--- src/rtl/h264_avc_to_annexb_converter_unit_defines.svh ---
// assertion helpers shared by the converter rtl
`ifndef H264_AVC_TO_ANNEXB_CONVERTER_UNIT_DEFINES_SVH
`define H264_AVC_TO_ANNEXB_CONVERTER_UNIT_DEFINES_SVH

// checked on every rising edge outside reset
`define AVC2AB_ASSERT(lbl, prop, msg) \
  lbl: assert property (@(posedge clk_i) disable iff (!rst_ni) (prop)) else $error(msg);

// checked on every rising edge, reset included
`define AVC2AB_ASSERT_ALWAYS(lbl, prop, msg) \
  lbl: assert property (@(posedge clk_i) (prop)) else $error(msg);

`endif

--- src/rtl/avc2ab_pkg.sv ---
`default_nettype none

package avc2ab_pkg;

  localparam int unsigned DataW = 8;
  localparam int unsigned LenW  = 23;

  // one queued piece of work for the output side
  typedef struct packed {
    logic             start_code;
    logic [DataW-1:0] data;
  } cmd_t;

endpackage

`default_nettype wire

--- src/rtl/avc2ab_front.sv ---
`default_nettype none

`include "h264_avc_to_annexb_converter_unit_defines.svh"

module avc2ab_front (
  input  wire logic                        clk_i,
  input  wire logic                        rst_ni,
  input  wire logic                        cfg_wr_en_i,
  input  wire logic                        cfg_wr_data_i,
  input  wire logic                        in_accept_i,
  input  wire logic [avc2ab_pkg::DataW-1:0] data_byte_i,
  input  wire logic                        frame_start_i,
  input  wire logic [avc2ab_pkg::LenW-1:0]  frame_length_i,
  output logic                             cmd_push_o,
  output avc2ab_pkg::cmd_t                 cmd_o
);
  import avc2ab_pkg::*;

  localparam logic [2:0] PhIdle  = 3'd0;
  localparam logic [2:0] PhSkip  = 3'd1;
  localparam logic [2:0] PhCount = 3'd2;
  localparam logic [2:0] PhLen   = 3'd3;
  localparam logic [2:0] PhBody  = 3'd4;

  localparam logic [24:0]     MaxFrameBytes = 25'd4194304;
  localparam logic [LenW-1:0] AvccMinLen    = 23'd7;
  localparam logic [LenW-1:0] AvccCountPos  = 23'd5;
  localparam logic [7:0]      SpsCountMask  = 8'h1f;
  localparam logic [2:0]      AvccLenBytes  = 3'd2;
  localparam logic [2:0]      AuLenBytes    = 3'd4;

  logic            format_mode_q;
  logic            fmode_q, fmode_d;
  logic [2:0]      phase_q, phase_d;
  logic [LenW-1:0] pos_q, pos_d;
  logic [LenW-1:0] total_q, total_d;
  logic [31:0]     acc_q, acc_d;
  logic [1:0]      seen_q, seen_d;
  logic [LenW-1:0] body_rem_q, body_rem_d;
  logic [7:0]      sets_q, sets_d;
  logic            pps_q, pps_d;
  logic            stopped_q, stopped_d;

  logic [2:0]  seen_inc;
  logic [31:0] len_val;
  logic [32:0] end_pos;
  logic        done;

  // where to go once an entry has been fully written out
  function automatic logic [2:0] after_phase(input logic fm, input logic [7:0] sets,
                                             input logic pps, input logic [2:0] ph);
    if (!fm || sets != 8'd0) begin
      return PhLen;
    end else if (pps) begin
      return ph;
    end else begin
      return PhCount;
    end
  endfunction

  always_comb begin
    fmode_d    = fmode_q;
    phase_d    = phase_q;
    pos_d      = pos_q;
    total_d    = total_q;
    acc_d      = acc_q;
    seen_d     = seen_q;
    body_rem_d = body_rem_q;
    sets_d     = sets_q;
    pps_d      = pps_q;
    stopped_d  = stopped_q;
    seen_inc   = '0;
    len_val    = '0;
    end_pos    = '0;
    done       = 1'b0;
    cmd_push_o       = 1'b0;
    cmd_o.start_code = 1'b0;
    cmd_o.data       = data_byte_i;

    if (in_accept_i) begin
      if (frame_start_i) begin
        total_d    = frame_length_i;
        fmode_d    = format_mode_q;
        pos_d      = '0;
        acc_d      = '0;
        seen_d     = '0;
        body_rem_d = '0;
        sets_d     = '0;
        pps_d      = 1'b0;
        stopped_d  = 1'b0;
        phase_d    = format_mode_q ? PhSkip : PhLen;
        if (frame_length_i == '0) begin
          phase_d = PhIdle;
          done    = 1'b1;
        end
        if ({2'b00, frame_length_i} > MaxFrameBytes) begin
          stopped_d = 1'b1;
        end
        if (format_mode_q && frame_length_i < AvccMinLen) begin
          stopped_d = 1'b1;
        end
      end

      if (!done && phase_d != PhIdle) begin
        if (pos_d >= total_d) begin
          phase_d = PhIdle;
        end else begin
          if (!stopped_d) begin
            unique case (phase_d)
              PhSkip: begin
                if (pos_d == AvccCountPos) begin
                  sets_d  = data_byte_i & SpsCountMask;
                  pps_d   = 1'b0;
                  phase_d = (sets_d != 8'd0) ? PhLen : PhCount;
                end
              end
              PhCount: begin
                sets_d = data_byte_i;
                pps_d  = 1'b1;
                if (sets_d == 8'd0) begin
                  stopped_d = 1'b1;
                end else begin
                  phase_d = PhLen;
                end
              end
              PhLen: begin
                acc_d    = {acc_d[23:0], data_byte_i};
                seen_inc = {1'b0, seen_d} + 3'd1;
                if (seen_inc >= (fmode_d ? AvccLenBytes : AuLenBytes)) begin
                  len_val = fmode_d ? {16'd0, acc_d[15:0]} : acc_d;
                  end_pos = {10'd0, pos_d} + 33'd1 + {1'b0, len_val};
                  seen_d  = '0;
                  acc_d   = '0;
                  if (!fmode_d && len_val[31]) begin
                    stopped_d = 1'b1;
                  end else if (end_pos > {10'd0, total_d}) begin
                    // an overrunning sps ends the sps section, anything else stops
                    if (fmode_d && !pps_d) begin
                      phase_d = PhCount;
                    end else begin
                      stopped_d = 1'b1;
                    end
                  end else begin
                    cmd_push_o       = 1'b1;
                    cmd_o.start_code = 1'b1;
                    if (fmode_d && sets_d != 8'd0) begin
                      sets_d = sets_d - 8'd1;
                    end
                    if (len_val != 32'd0) begin
                      body_rem_d = len_val[LenW-1:0];
                      phase_d    = PhBody;
                    end else begin
                      stopped_d = stopped_d | (fmode_d && sets_d == 8'd0 && pps_d);
                      phase_d   = after_phase(fmode_d, sets_d, pps_d, phase_d);
                    end
                  end
                end else begin
                  seen_d = seen_inc[1:0];
                end
              end
              PhBody: begin
                cmd_push_o = 1'b1;
                if (body_rem_d != '0) begin
                  body_rem_d = body_rem_d - 1'b1;
                end
                if (body_rem_d == '0) begin
                  stopped_d = stopped_d | (fmode_d && sets_d == 8'd0 && pps_d);
                  phase_d   = after_phase(fmode_d, sets_d, pps_d, phase_d);
                end
              end
              default: begin
                stopped_d = 1'b1;
              end
            endcase
          end
          pos_d = pos_d + 1'b1;
          if (pos_d >= total_d) begin
            phase_d = PhIdle;
          end
        end
      end
    end
  end

  always_ff @(posedge clk_i or negedge rst_ni) begin
    if (!rst_ni) begin
      format_mode_q <= 1'b0;
      fmode_q       <= 1'b0;
      phase_q       <= PhIdle;
      pos_q         <= '0;
      total_q       <= '0;
      acc_q         <= '0;
      seen_q        <= '0;
      body_rem_q    <= '0;
      sets_q        <= '0;
      pps_q         <= 1'b0;
      stopped_q     <= 1'b0;
    end else begin
      if (cfg_wr_en_i) begin
        format_mode_q <= cfg_wr_data_i;
      end
      fmode_q    <= fmode_d;
      phase_q    <= phase_d;
      pos_q      <= pos_d;
      total_q    <= total_d;
      acc_q      <= acc_d;
      seen_q     <= seen_d;
      body_rem_q <= body_rem_d;
      sets_q     <= sets_d;
      pps_q      <= pps_d;
      stopped_q  <= stopped_d;
    end
  end

  `AVC2AB_ASSERT(a_fe_push_on_accept, cmd_push_o |-> in_accept_i, "work queued without an item")
  `AVC2AB_ASSERT(a_fe_pos_in_frame, (phase_q != PhIdle) |-> (pos_q < total_q), "parser past frame end")
  `AVC2AB_ASSERT(a_fe_body_left, (phase_q == PhBody && !stopped_q) |-> (body_rem_q != '0), "body phase with nothing left")

endmodule

`default_nettype wire

--- src/rtl/avc2ab_queue.sv ---
`default_nettype none

`include "h264_avc_to_annexb_converter_unit_defines.svh"

module avc2ab_queue #(
  parameter int unsigned DEPTH = 4
) (
  input  wire logic              clk_i,
  input  wire logic              rst_ni,
  input  wire logic              push_i,
  input  wire avc2ab_pkg::cmd_t  push_data_i,
  output logic                   full_o,
  output logic                   valid_o,
  output avc2ab_pkg::cmd_t       data_o,
  input  wire logic              pop_i
);
  import avc2ab_pkg::*;

  localparam int unsigned PtrW = (DEPTH > 1) ? $clog2(DEPTH) : 1;
  localparam int unsigned CntW = $clog2(DEPTH + 1);
  localparam logic [PtrW-1:0] LastIdx = PtrW'(DEPTH - 1);
  localparam logic [CntW-1:0] CntFull = CntW'(DEPTH);

  cmd_t            mem_q [DEPTH];
  logic [PtrW-1:0] wr_ptr_q, wr_ptr_d;
  logic [PtrW-1:0] rd_ptr_q, rd_ptr_d;
  logic [CntW-1:0] count_q, count_d;

  assign full_o  = (count_q == CntFull);
  assign valid_o = (count_q != '0);
  assign data_o  = mem_q[rd_ptr_q];

  always_comb begin
    wr_ptr_d = wr_ptr_q;
    rd_ptr_d = rd_ptr_q;
    count_d  = count_q;
    if (push_i) begin
      wr_ptr_d = (wr_ptr_q == LastIdx) ? '0 : wr_ptr_q + 1'b1;
    end
    if (pop_i) begin
      rd_ptr_d = (rd_ptr_q == LastIdx) ? '0 : rd_ptr_q + 1'b1;
    end
    if (push_i && !pop_i) begin
      count_d = count_q + 1'b1;
    end else if (!push_i && pop_i) begin
      count_d = count_q - 1'b1;
    end
  end

  always_ff @(posedge clk_i) begin
    if (push_i) begin
      mem_q[wr_ptr_q] <= push_data_i;
    end
  end

  always_ff @(posedge clk_i or negedge rst_ni) begin
    if (!rst_ni) begin
      wr_ptr_q <= '0;
      rd_ptr_q <= '0;
      count_q  <= '0;
    end else begin
      wr_ptr_q <= wr_ptr_d;
      rd_ptr_q <= rd_ptr_d;
      count_q  <= count_d;
    end
  end

  `AVC2AB_ASSERT(a_q_no_overflow, push_i |-> !full_o, "push into full queue")
  `AVC2AB_ASSERT(a_q_no_underflow, pop_i |-> valid_o, "pop from empty queue")
  `AVC2AB_ASSERT(a_q_count_up, (push_i && !pop_i) |=> (count_q == $past(count_q) + 1'b1), "fill count off")
  `AVC2AB_ASSERT_ALWAYS(a_q_count_max, count_q <= CntFull, "fill count beyond depth")

endmodule

`default_nettype wire

--- src/rtl/avc2ab_back.sv ---
`default_nettype none

`include "h264_avc_to_annexb_converter_unit_defines.svh"

module avc2ab_back (
  input  wire logic                         clk_i,
  input  wire logic                         rst_ni,
  input  wire logic                         q_valid_i,
  input  wire avc2ab_pkg::cmd_t             q_data_i,
  output logic                              q_pop_o,
  output logic                              m_axis_tvalid_o,
  input  wire logic                         m_axis_tready_i,
  output logic [avc2ab_pkg::DataW-1:0]      m_axis_tdata_o,
  output logic                              m_axis_tlast_o
);
  import avc2ab_pkg::*;

  localparam logic [1:0]       ScLastIdx = 2'd3;
  localparam logic [DataW-1:0] ScZero    = 8'h00;
  localparam logic [DataW-1:0] ScOne     = 8'h01;

  cmd_t       cur_q, cur_d;
  logic       cur_valid_q, cur_valid_d;
  logic [1:0] cnt_q, cnt_d;
  logic       take;
  logic       finish;

  assign take   = cur_valid_q && m_axis_tready_i;
  assign finish = take && (!cur_q.start_code || cnt_q == ScLastIdx);
  assign q_pop_o = q_valid_i && (!cur_valid_q || finish);

  assign m_axis_tvalid_o = cur_valid_q;
  assign m_axis_tlast_o  = !cur_q.start_code || cnt_q == ScLastIdx;
  assign m_axis_tdata_o  = !cur_q.start_code ? cur_q.data :
                           (cnt_q == ScLastIdx) ? ScOne : ScZero;

  always_comb begin
    cur_d       = cur_q;
    cur_valid_d = cur_valid_q;
    cnt_d       = cnt_q;
    if (q_pop_o) begin
      cur_d       = q_data_i;
      cur_valid_d = 1'b1;
      cnt_d       = '0;
    end else if (finish) begin
      cur_valid_d = 1'b0;
      cnt_d       = '0;
    end else if (take) begin
      // next byte of the start code
      cnt_d = cnt_q + 1'b1;
    end
  end

  always_ff @(posedge clk_i) begin
    cur_q <= cur_d;
  end

  always_ff @(posedge clk_i or negedge rst_ni) begin
    if (!rst_ni) begin
      cur_valid_q <= 1'b0;
      cnt_q       <= '0;
    end else begin
      cur_valid_q <= cur_valid_d;
      cnt_q       <= cnt_d;
    end
  end

  `AVC2AB_ASSERT(a_be_pop_has_data, q_pop_o |-> q_valid_i, "pop with queue empty")
  `AVC2AB_ASSERT(a_be_cnt_in_sc, (cnt_q != '0) |-> (cur_valid_q && cur_q.start_code), "count outside start code")
  `AVC2AB_ASSERT(a_be_sc_steps, (take && cur_q.start_code && cnt_q != ScLastIdx) |=> (cur_valid_q && cnt_q == $past(cnt_q) + 1'b1), "start code skipped a byte")

endmodule

`default_nettype wire

--- src/rtl/h264_avc_to_annexb_converter_unit.sv ---
`default_nettype none

// Converts H.264 frames in length-prefixed form (format_mode 0) or avcC records
// (format_mode 1) into an Annex B byte stream, one source byte per input item with
// frame_start and frame_length riding on the first byte of each frame. The parser
// takes one byte every cycle while the queue has room and hands a body byte or a
// start code to a queue of QUEUE_DEPTH entries; the output side sends a body byte as
// one item and a start code 00 00 00 01 as four bytes, with tlast on each body byte
// and on the final start-code byte. Input rate is one byte per cycle as long as the
// queue has room. In length-prefixed mode the four length bytes cover the four
// start-code bytes, but with the default four-entry queue the body bytes queued
// behind a start code fill it, so a NAL unit of four or more body bytes holds the
// input. In avcC mode each entry has only two length bytes for its four start-code
// bytes, so the output side falls behind at each entry and the input follows it.
// format_mode is latched at each frame start; the user must write it only while
// the block is idle, which the block itself does not enforce.
module h264_avc_to_annexb_converter_unit #(
  parameter int unsigned QUEUE_DEPTH = 4
) (
  input  wire logic        clk_i,
  input  wire logic        rst_ni,
  input  wire logic        cfg_wr_en_i,
  input  wire logic        cfg_wr_data_i,   // format_mode
  input  wire logic        s_axis_tvalid_i,
  output logic             s_axis_tready_o,
  input  wire logic [31:0] s_axis_tdata_i,  // [7:0] data_byte, [30:8] frame_length
  input  wire logic        s_axis_tuser_i,  // frame_start
  output logic             m_axis_tvalid_o,
  input  wire logic        m_axis_tready_i,
  output logic [7:0]       m_axis_tdata_o,  // [7:0] out_byte
  output logic             m_axis_tlast_o   // run_last
);
  import avc2ab_pkg::*;

  logic in_accept;
  logic push;
  cmd_t push_data;
  logic q_full;
  logic q_valid;
  cmd_t q_data;
  logic q_pop;

  assign s_axis_tready_o = !q_full;
  assign in_accept       = s_axis_tvalid_i && s_axis_tready_o;

  avc2ab_front u_front (
    .clk_i          (clk_i),
    .rst_ni         (rst_ni),
    .cfg_wr_en_i    (cfg_wr_en_i),
    .cfg_wr_data_i  (cfg_wr_data_i),
    .in_accept_i    (in_accept),
    .data_byte_i    (s_axis_tdata_i[7:0]),
    .frame_start_i  (s_axis_tuser_i),
    .frame_length_i (s_axis_tdata_i[30:8]),
    .cmd_push_o     (push),
    .cmd_o          (push_data)
  );

  avc2ab_queue #(
    .DEPTH (QUEUE_DEPTH)
  ) u_queue (
    .clk_i       (clk_i),
    .rst_ni      (rst_ni),
    .push_i      (push),
    .push_data_i (push_data),
    .full_o      (q_full),
    .valid_o     (q_valid),
    .data_o      (q_data),
    .pop_i       (q_pop)
  );

  avc2ab_back u_back (
    .clk_i           (clk_i),
    .rst_ni          (rst_ni),
    .q_valid_i       (q_valid),
    .q_data_i        (q_data),
    .q_pop_o         (q_pop),
    .m_axis_tvalid_o (m_axis_tvalid_o),
    .m_axis_tready_i (m_axis_tready_i),
    .m_axis_tdata_o  (m_axis_tdata_o),
    .m_axis_tlast_o  (m_axis_tlast_o)
  );

endmodule

`default_nettype wire

--- config.mk ---
export PLATFORM = sky130hd
export DESIGN_NAME = h264_avc_to_annexb_converter_unit
export DESIGN_NICKNAME = d
export VERILOG_FILES = /design/src/rtl/avc2ab_pkg.sv /design/src/rtl/avc2ab_front.sv /design/src/rtl/avc2ab_queue.sv /design/src/rtl/avc2ab_back.sv /design/src/rtl/h264_avc_to_annexb_converter_unit.sv
export VERILOG_INCLUDE_DIRS = /design/src /design/src/rtl
export SDC_FILE = /design/constraint.sdc
export NUM_CORES = 1
export LEC_CHECK = 0
export ABC_AREA = 1
export BUFFER_PORTS_ARGS = -buffer_cell sky130_fd_sc_hd__buf_4
export CORE_MARGIN = 10
export CORE_UTILIZATION = 60
export CTS_CLUSTER_DIAMETER = 150
export DETAILED_ROUTE_END_ITERATION = 8
export PLACE_DENSITY = 0.76
export SLEW_MARGIN = 20
export SYNTH_ARGS = -nofsm -noshare
export SYNTH_HDL_FRONTEND = slang
export SYNTH_HIERARCHICAL = 1
export SYNTH_SLANG_ARGS = --single-unit
--- constraint.sdc ---
create_clock -name clk_i -period 6.84 [get_ports clk_i]
set_input_delay 0.342 -clock clk_i [delete_from_list [all_inputs] [get_ports clk_i]]
set_output_delay 0.342 -clock clk_i [all_outputs]
set_load 0.03 [all_outputs]
==> impl_metrics.tcl <==
set metrics [dict create \
    drc 0 \
    synthToLayoutAreaGrowth_pct 7.59 \
    fp.dieH_um 178 \
    setup_viol_count_final 0 \
    antennaDiodeCount 0 \
    drv_cap 0 \
    gp_congestion 0.950 \
    synth_top_area_share 0.201 \
    vias 15500 \
    design_area_mm2 0.0161 \
    h-tree-depth 4 \
    place_hpwl_um 35300 \
    syn-mean-instance-area_um2 6.62 \
    cts.sinks 165 \
    slew_viol_final 0 \
    setup_tns_ns 0 \
    clockBufferDepth 2 \
    coreArea_mm2 0.0245 \
    finalCritPeriodShare 0.844 \
    start_util 0.612 \
    endpoint_kind "register" \
    wl_met3_um 3950 \
    crit_path_frequent_cell "nand2_1" \
    cts_tree "done" \
    clk_latency_ns 0.44 \
    synth_cells 2261 \
    highest_layer "met4" \
    synthesis.nets 2399 \
    pre_cts_ws_ns 0.973 \
    fin_crit_ns 5.77 \
    routed_wl_um 47700 \
    crit_type "register to register" \
    io_pins 50 \
    synth_area_mm2 0.0150 \
    grt.overflow.total 0 \
    critPathLaunchType "register" \
    ant_nets 0 \
    nets 2407 \
    wl_per_cell_um 18.3 \
    cts_setup_buffers 0 \
    m1WireLength_um 19900 \
    met2_wirelength_um 22200 \
    cts_buffers 17 \
    status "finished clean" \
    cts_root_buf "clkbuf_16" \
    worst_slack_ns 1.07 \
    critical-path-max-stage-delay_ns 0.75 \
    port-buffer-count 48 \
    cellPowerDensity_mw_per_mm2 358 \
    worst_pin_slew_ns 1.09 \
    vias_per_cell 5.95 \
    p_total_uw 5770 \
    ys_types 59 \
    yosys_warnings 6 \
    ys_seq_area_frac 0.291 \
    grt_pass1_vias 14700 \
    critical_path.slowest_cell "dfrtp_1" \
    hold_viol_final 0 \
    synth-seq-cells 165 \
    die_w_um 178 \
    cts_resized 0 \
    antenna_found_initial 0 \
    finClkSkew_ns 0.0194 \
    worst_ep_required_time_ns 7.18 \
    path_max_fanout 11 \
    rows 57 \
    drt-initial-drc-count 1776 \
    arrival_ns 6.11 \
    fmax_mhz 173 \
    firstDrtPassIters 9 \
    hold_class "input port to register" \
    drive_gt1_frac 0.0789 \
    die-area_mm2 0.0317 \
    grt_max_degree 88 \
    async_reset_ff_frac 0.727 \
    leakage_uw 0.00820 \
    synth-edff-count 45 \
    synth-main-ff-cell "dfrtp_1" \
    fin_util 0.658 \
    synthTopCellsByArea "dfrtp_1 20%, nand2_1 14%, edfxtp_1 9.0%" \
    rsz0062_at_grt "no" \
    path_clk_slew_ns 0.08 \
    dpl-instance-area_mm2 0.0155 \
    yosys.area.top_type "dfrtp_1" \
    grt_usage 0.298 \
    grt_first_pass_wirelength_um 76000 \
    max-slew-margin-rel 0.276 \
    ir_drop_v 0.000201 \
]
registers in the layout, indices dropped and copies added (netlist names):
register and cells:
u_front/fmode_q 1, u_front/format_mode_q 1, u_front/body_rem_q 23, u_queue/mem_q 36
u_front/seen_q 2, u_back/cnt_q 2, u_queue/wr_ptr_q 2, u_front/stopped_q 1
u_front/pps_q 1, u_front/acc_q 24, u_back/m_axis_tvalid_o 1, u_queue/count_q 3
u_front/phase_q 3, u_front/total_q 23, u_queue/rd_ptr_q 2, u_front/pos_q 23
u_back/cur_q 9, u_front/sets_q 8
synthesized netlist by cell type (all sizes together) (36+ instances only):
library cell	n
nand2	601
buf	36
clkbuf	43
xor2	47
a21oi	155
nor2	250
nand4	51
inv	323
edfxtp	45
dfrtp	120
ha	96
nand3	136
o21ai	162
cell type report:
cell class                      count  area (µm²)
Multi-Input combinational cell   1689        8950
Fill cell                        2222        8360
Sequential cell                   165        4350
Inverter                          328        1230
Timing Repair Buffer               68         517
Clock buffer                       17         425
Tap cell                          324         405
Clock inverter                     15         216
through the flow:
stage | cells | hold WS, ns
final | 2606 | 0.124
after global routing | 2606 | 0.146
after CTS | 2606 | 0.113
after detailed placement | 2573 | 0.459
after global placement | 2573 | 0.450
after floorplan | 2261 | 0.0464
path summary, 6_finish.rpt:
check / start / endpoint / slack, ns / depth (start not counted)
worst min register to register: u_queue/count_q[2]$_DFFE_PN0P_ / u_queue/count_q[2]$_DFFE_PN0P_ / 0.48 / 2
max in group asynchronous: rst_ni / u_front/pos_q[14]$_DFFE_PN0P_ / 5.26 / 3
worst max-delay path: u_front/fmode_q$_DFFE_PN0P_ / u_queue/count_q[2]$_DFFE_PN0P_ / 1.07 / 27
worst min-delay path: cfg_wr_en_i / u_front/format_mode_q$_DFFE_PN0P_ / 0.12 / 2
worst max register to register: u_front/fmode_q$_DFFE_PN0P_ / u_queue/count_q[2]$_DFFE_PN0P_ / 1.07 / 27
min in group asynchronous: rst_ni / u_back/cnt_q[0]$_DFFE_PN0P_ / 0.49 / 2
worst max-delay path: cells and delay by family (launching register included):
| kind | cells | cell delay [ns] |
|---|---|---|
| simple gates | 14 | 1.66 |
| fa+ha+maj | 4 | 1.28 |
| compound gates | 5 | 1.16 |
| flops | 1 | 0.75 |
| buf+inv | 3 | 0.69 |
| xor+xnor | 1 | 0.13 |
placed cells by master (no fill, tap or decap), types with 17 or more instances in the layout:
cell type	instances
a21oi_1	154
buf_4	66
clkbuf_16	17
dfrtp_1	120
edfxtp_1	45
ha_1	96
inv_1	306
inv_2	18
nand2_1	570
nand2_2	29
nand3_1	134
nand4_1	51
nor2_1	230
nor3_1	32
o211ai_1	34
o21ai_0	142
o21ai_1	19
xor2_1	47
cell families (layout without fill, tap and decap cells):
logic type      count (synthesis)  count (layout)  synth area share
compound gates                429             429             0.162
xor+xnor                       55              55            0.0322
fa+ha+maj                      99              99            0.0843
buf+inv                       407             428             0.111
flops                         165             165             0.291
mux                             1               1          0.000669
simple gates                 1105            1105             0.319
power by group:
part / switching, µW / total (µW) / internal [µW] / leakage, µW
combinational: 2190 / 3190 / 995 / 0.00599
clock: 528 / 1040 / 511 / 0.000306
sequential: 209 / 1540 / 1330 / 0.00190
timing repair:
item / 4_1_cts / 5_1_grt
endpoints found under the setup margin: 0 / 0
hold buffers: 1 / 0
endpoints found under the hold margin: 6 / 0
per-layer routing:
metal | vias to the layer above | global-route usage
li1 | 7451 | -
met5 | - | 0
met4 | 0 | 0.111
met1 | 7148 | 0.383
met2 | 776 | 0.496
met3 | 131 | 0.0465
(Power assumes the default switching activity.)
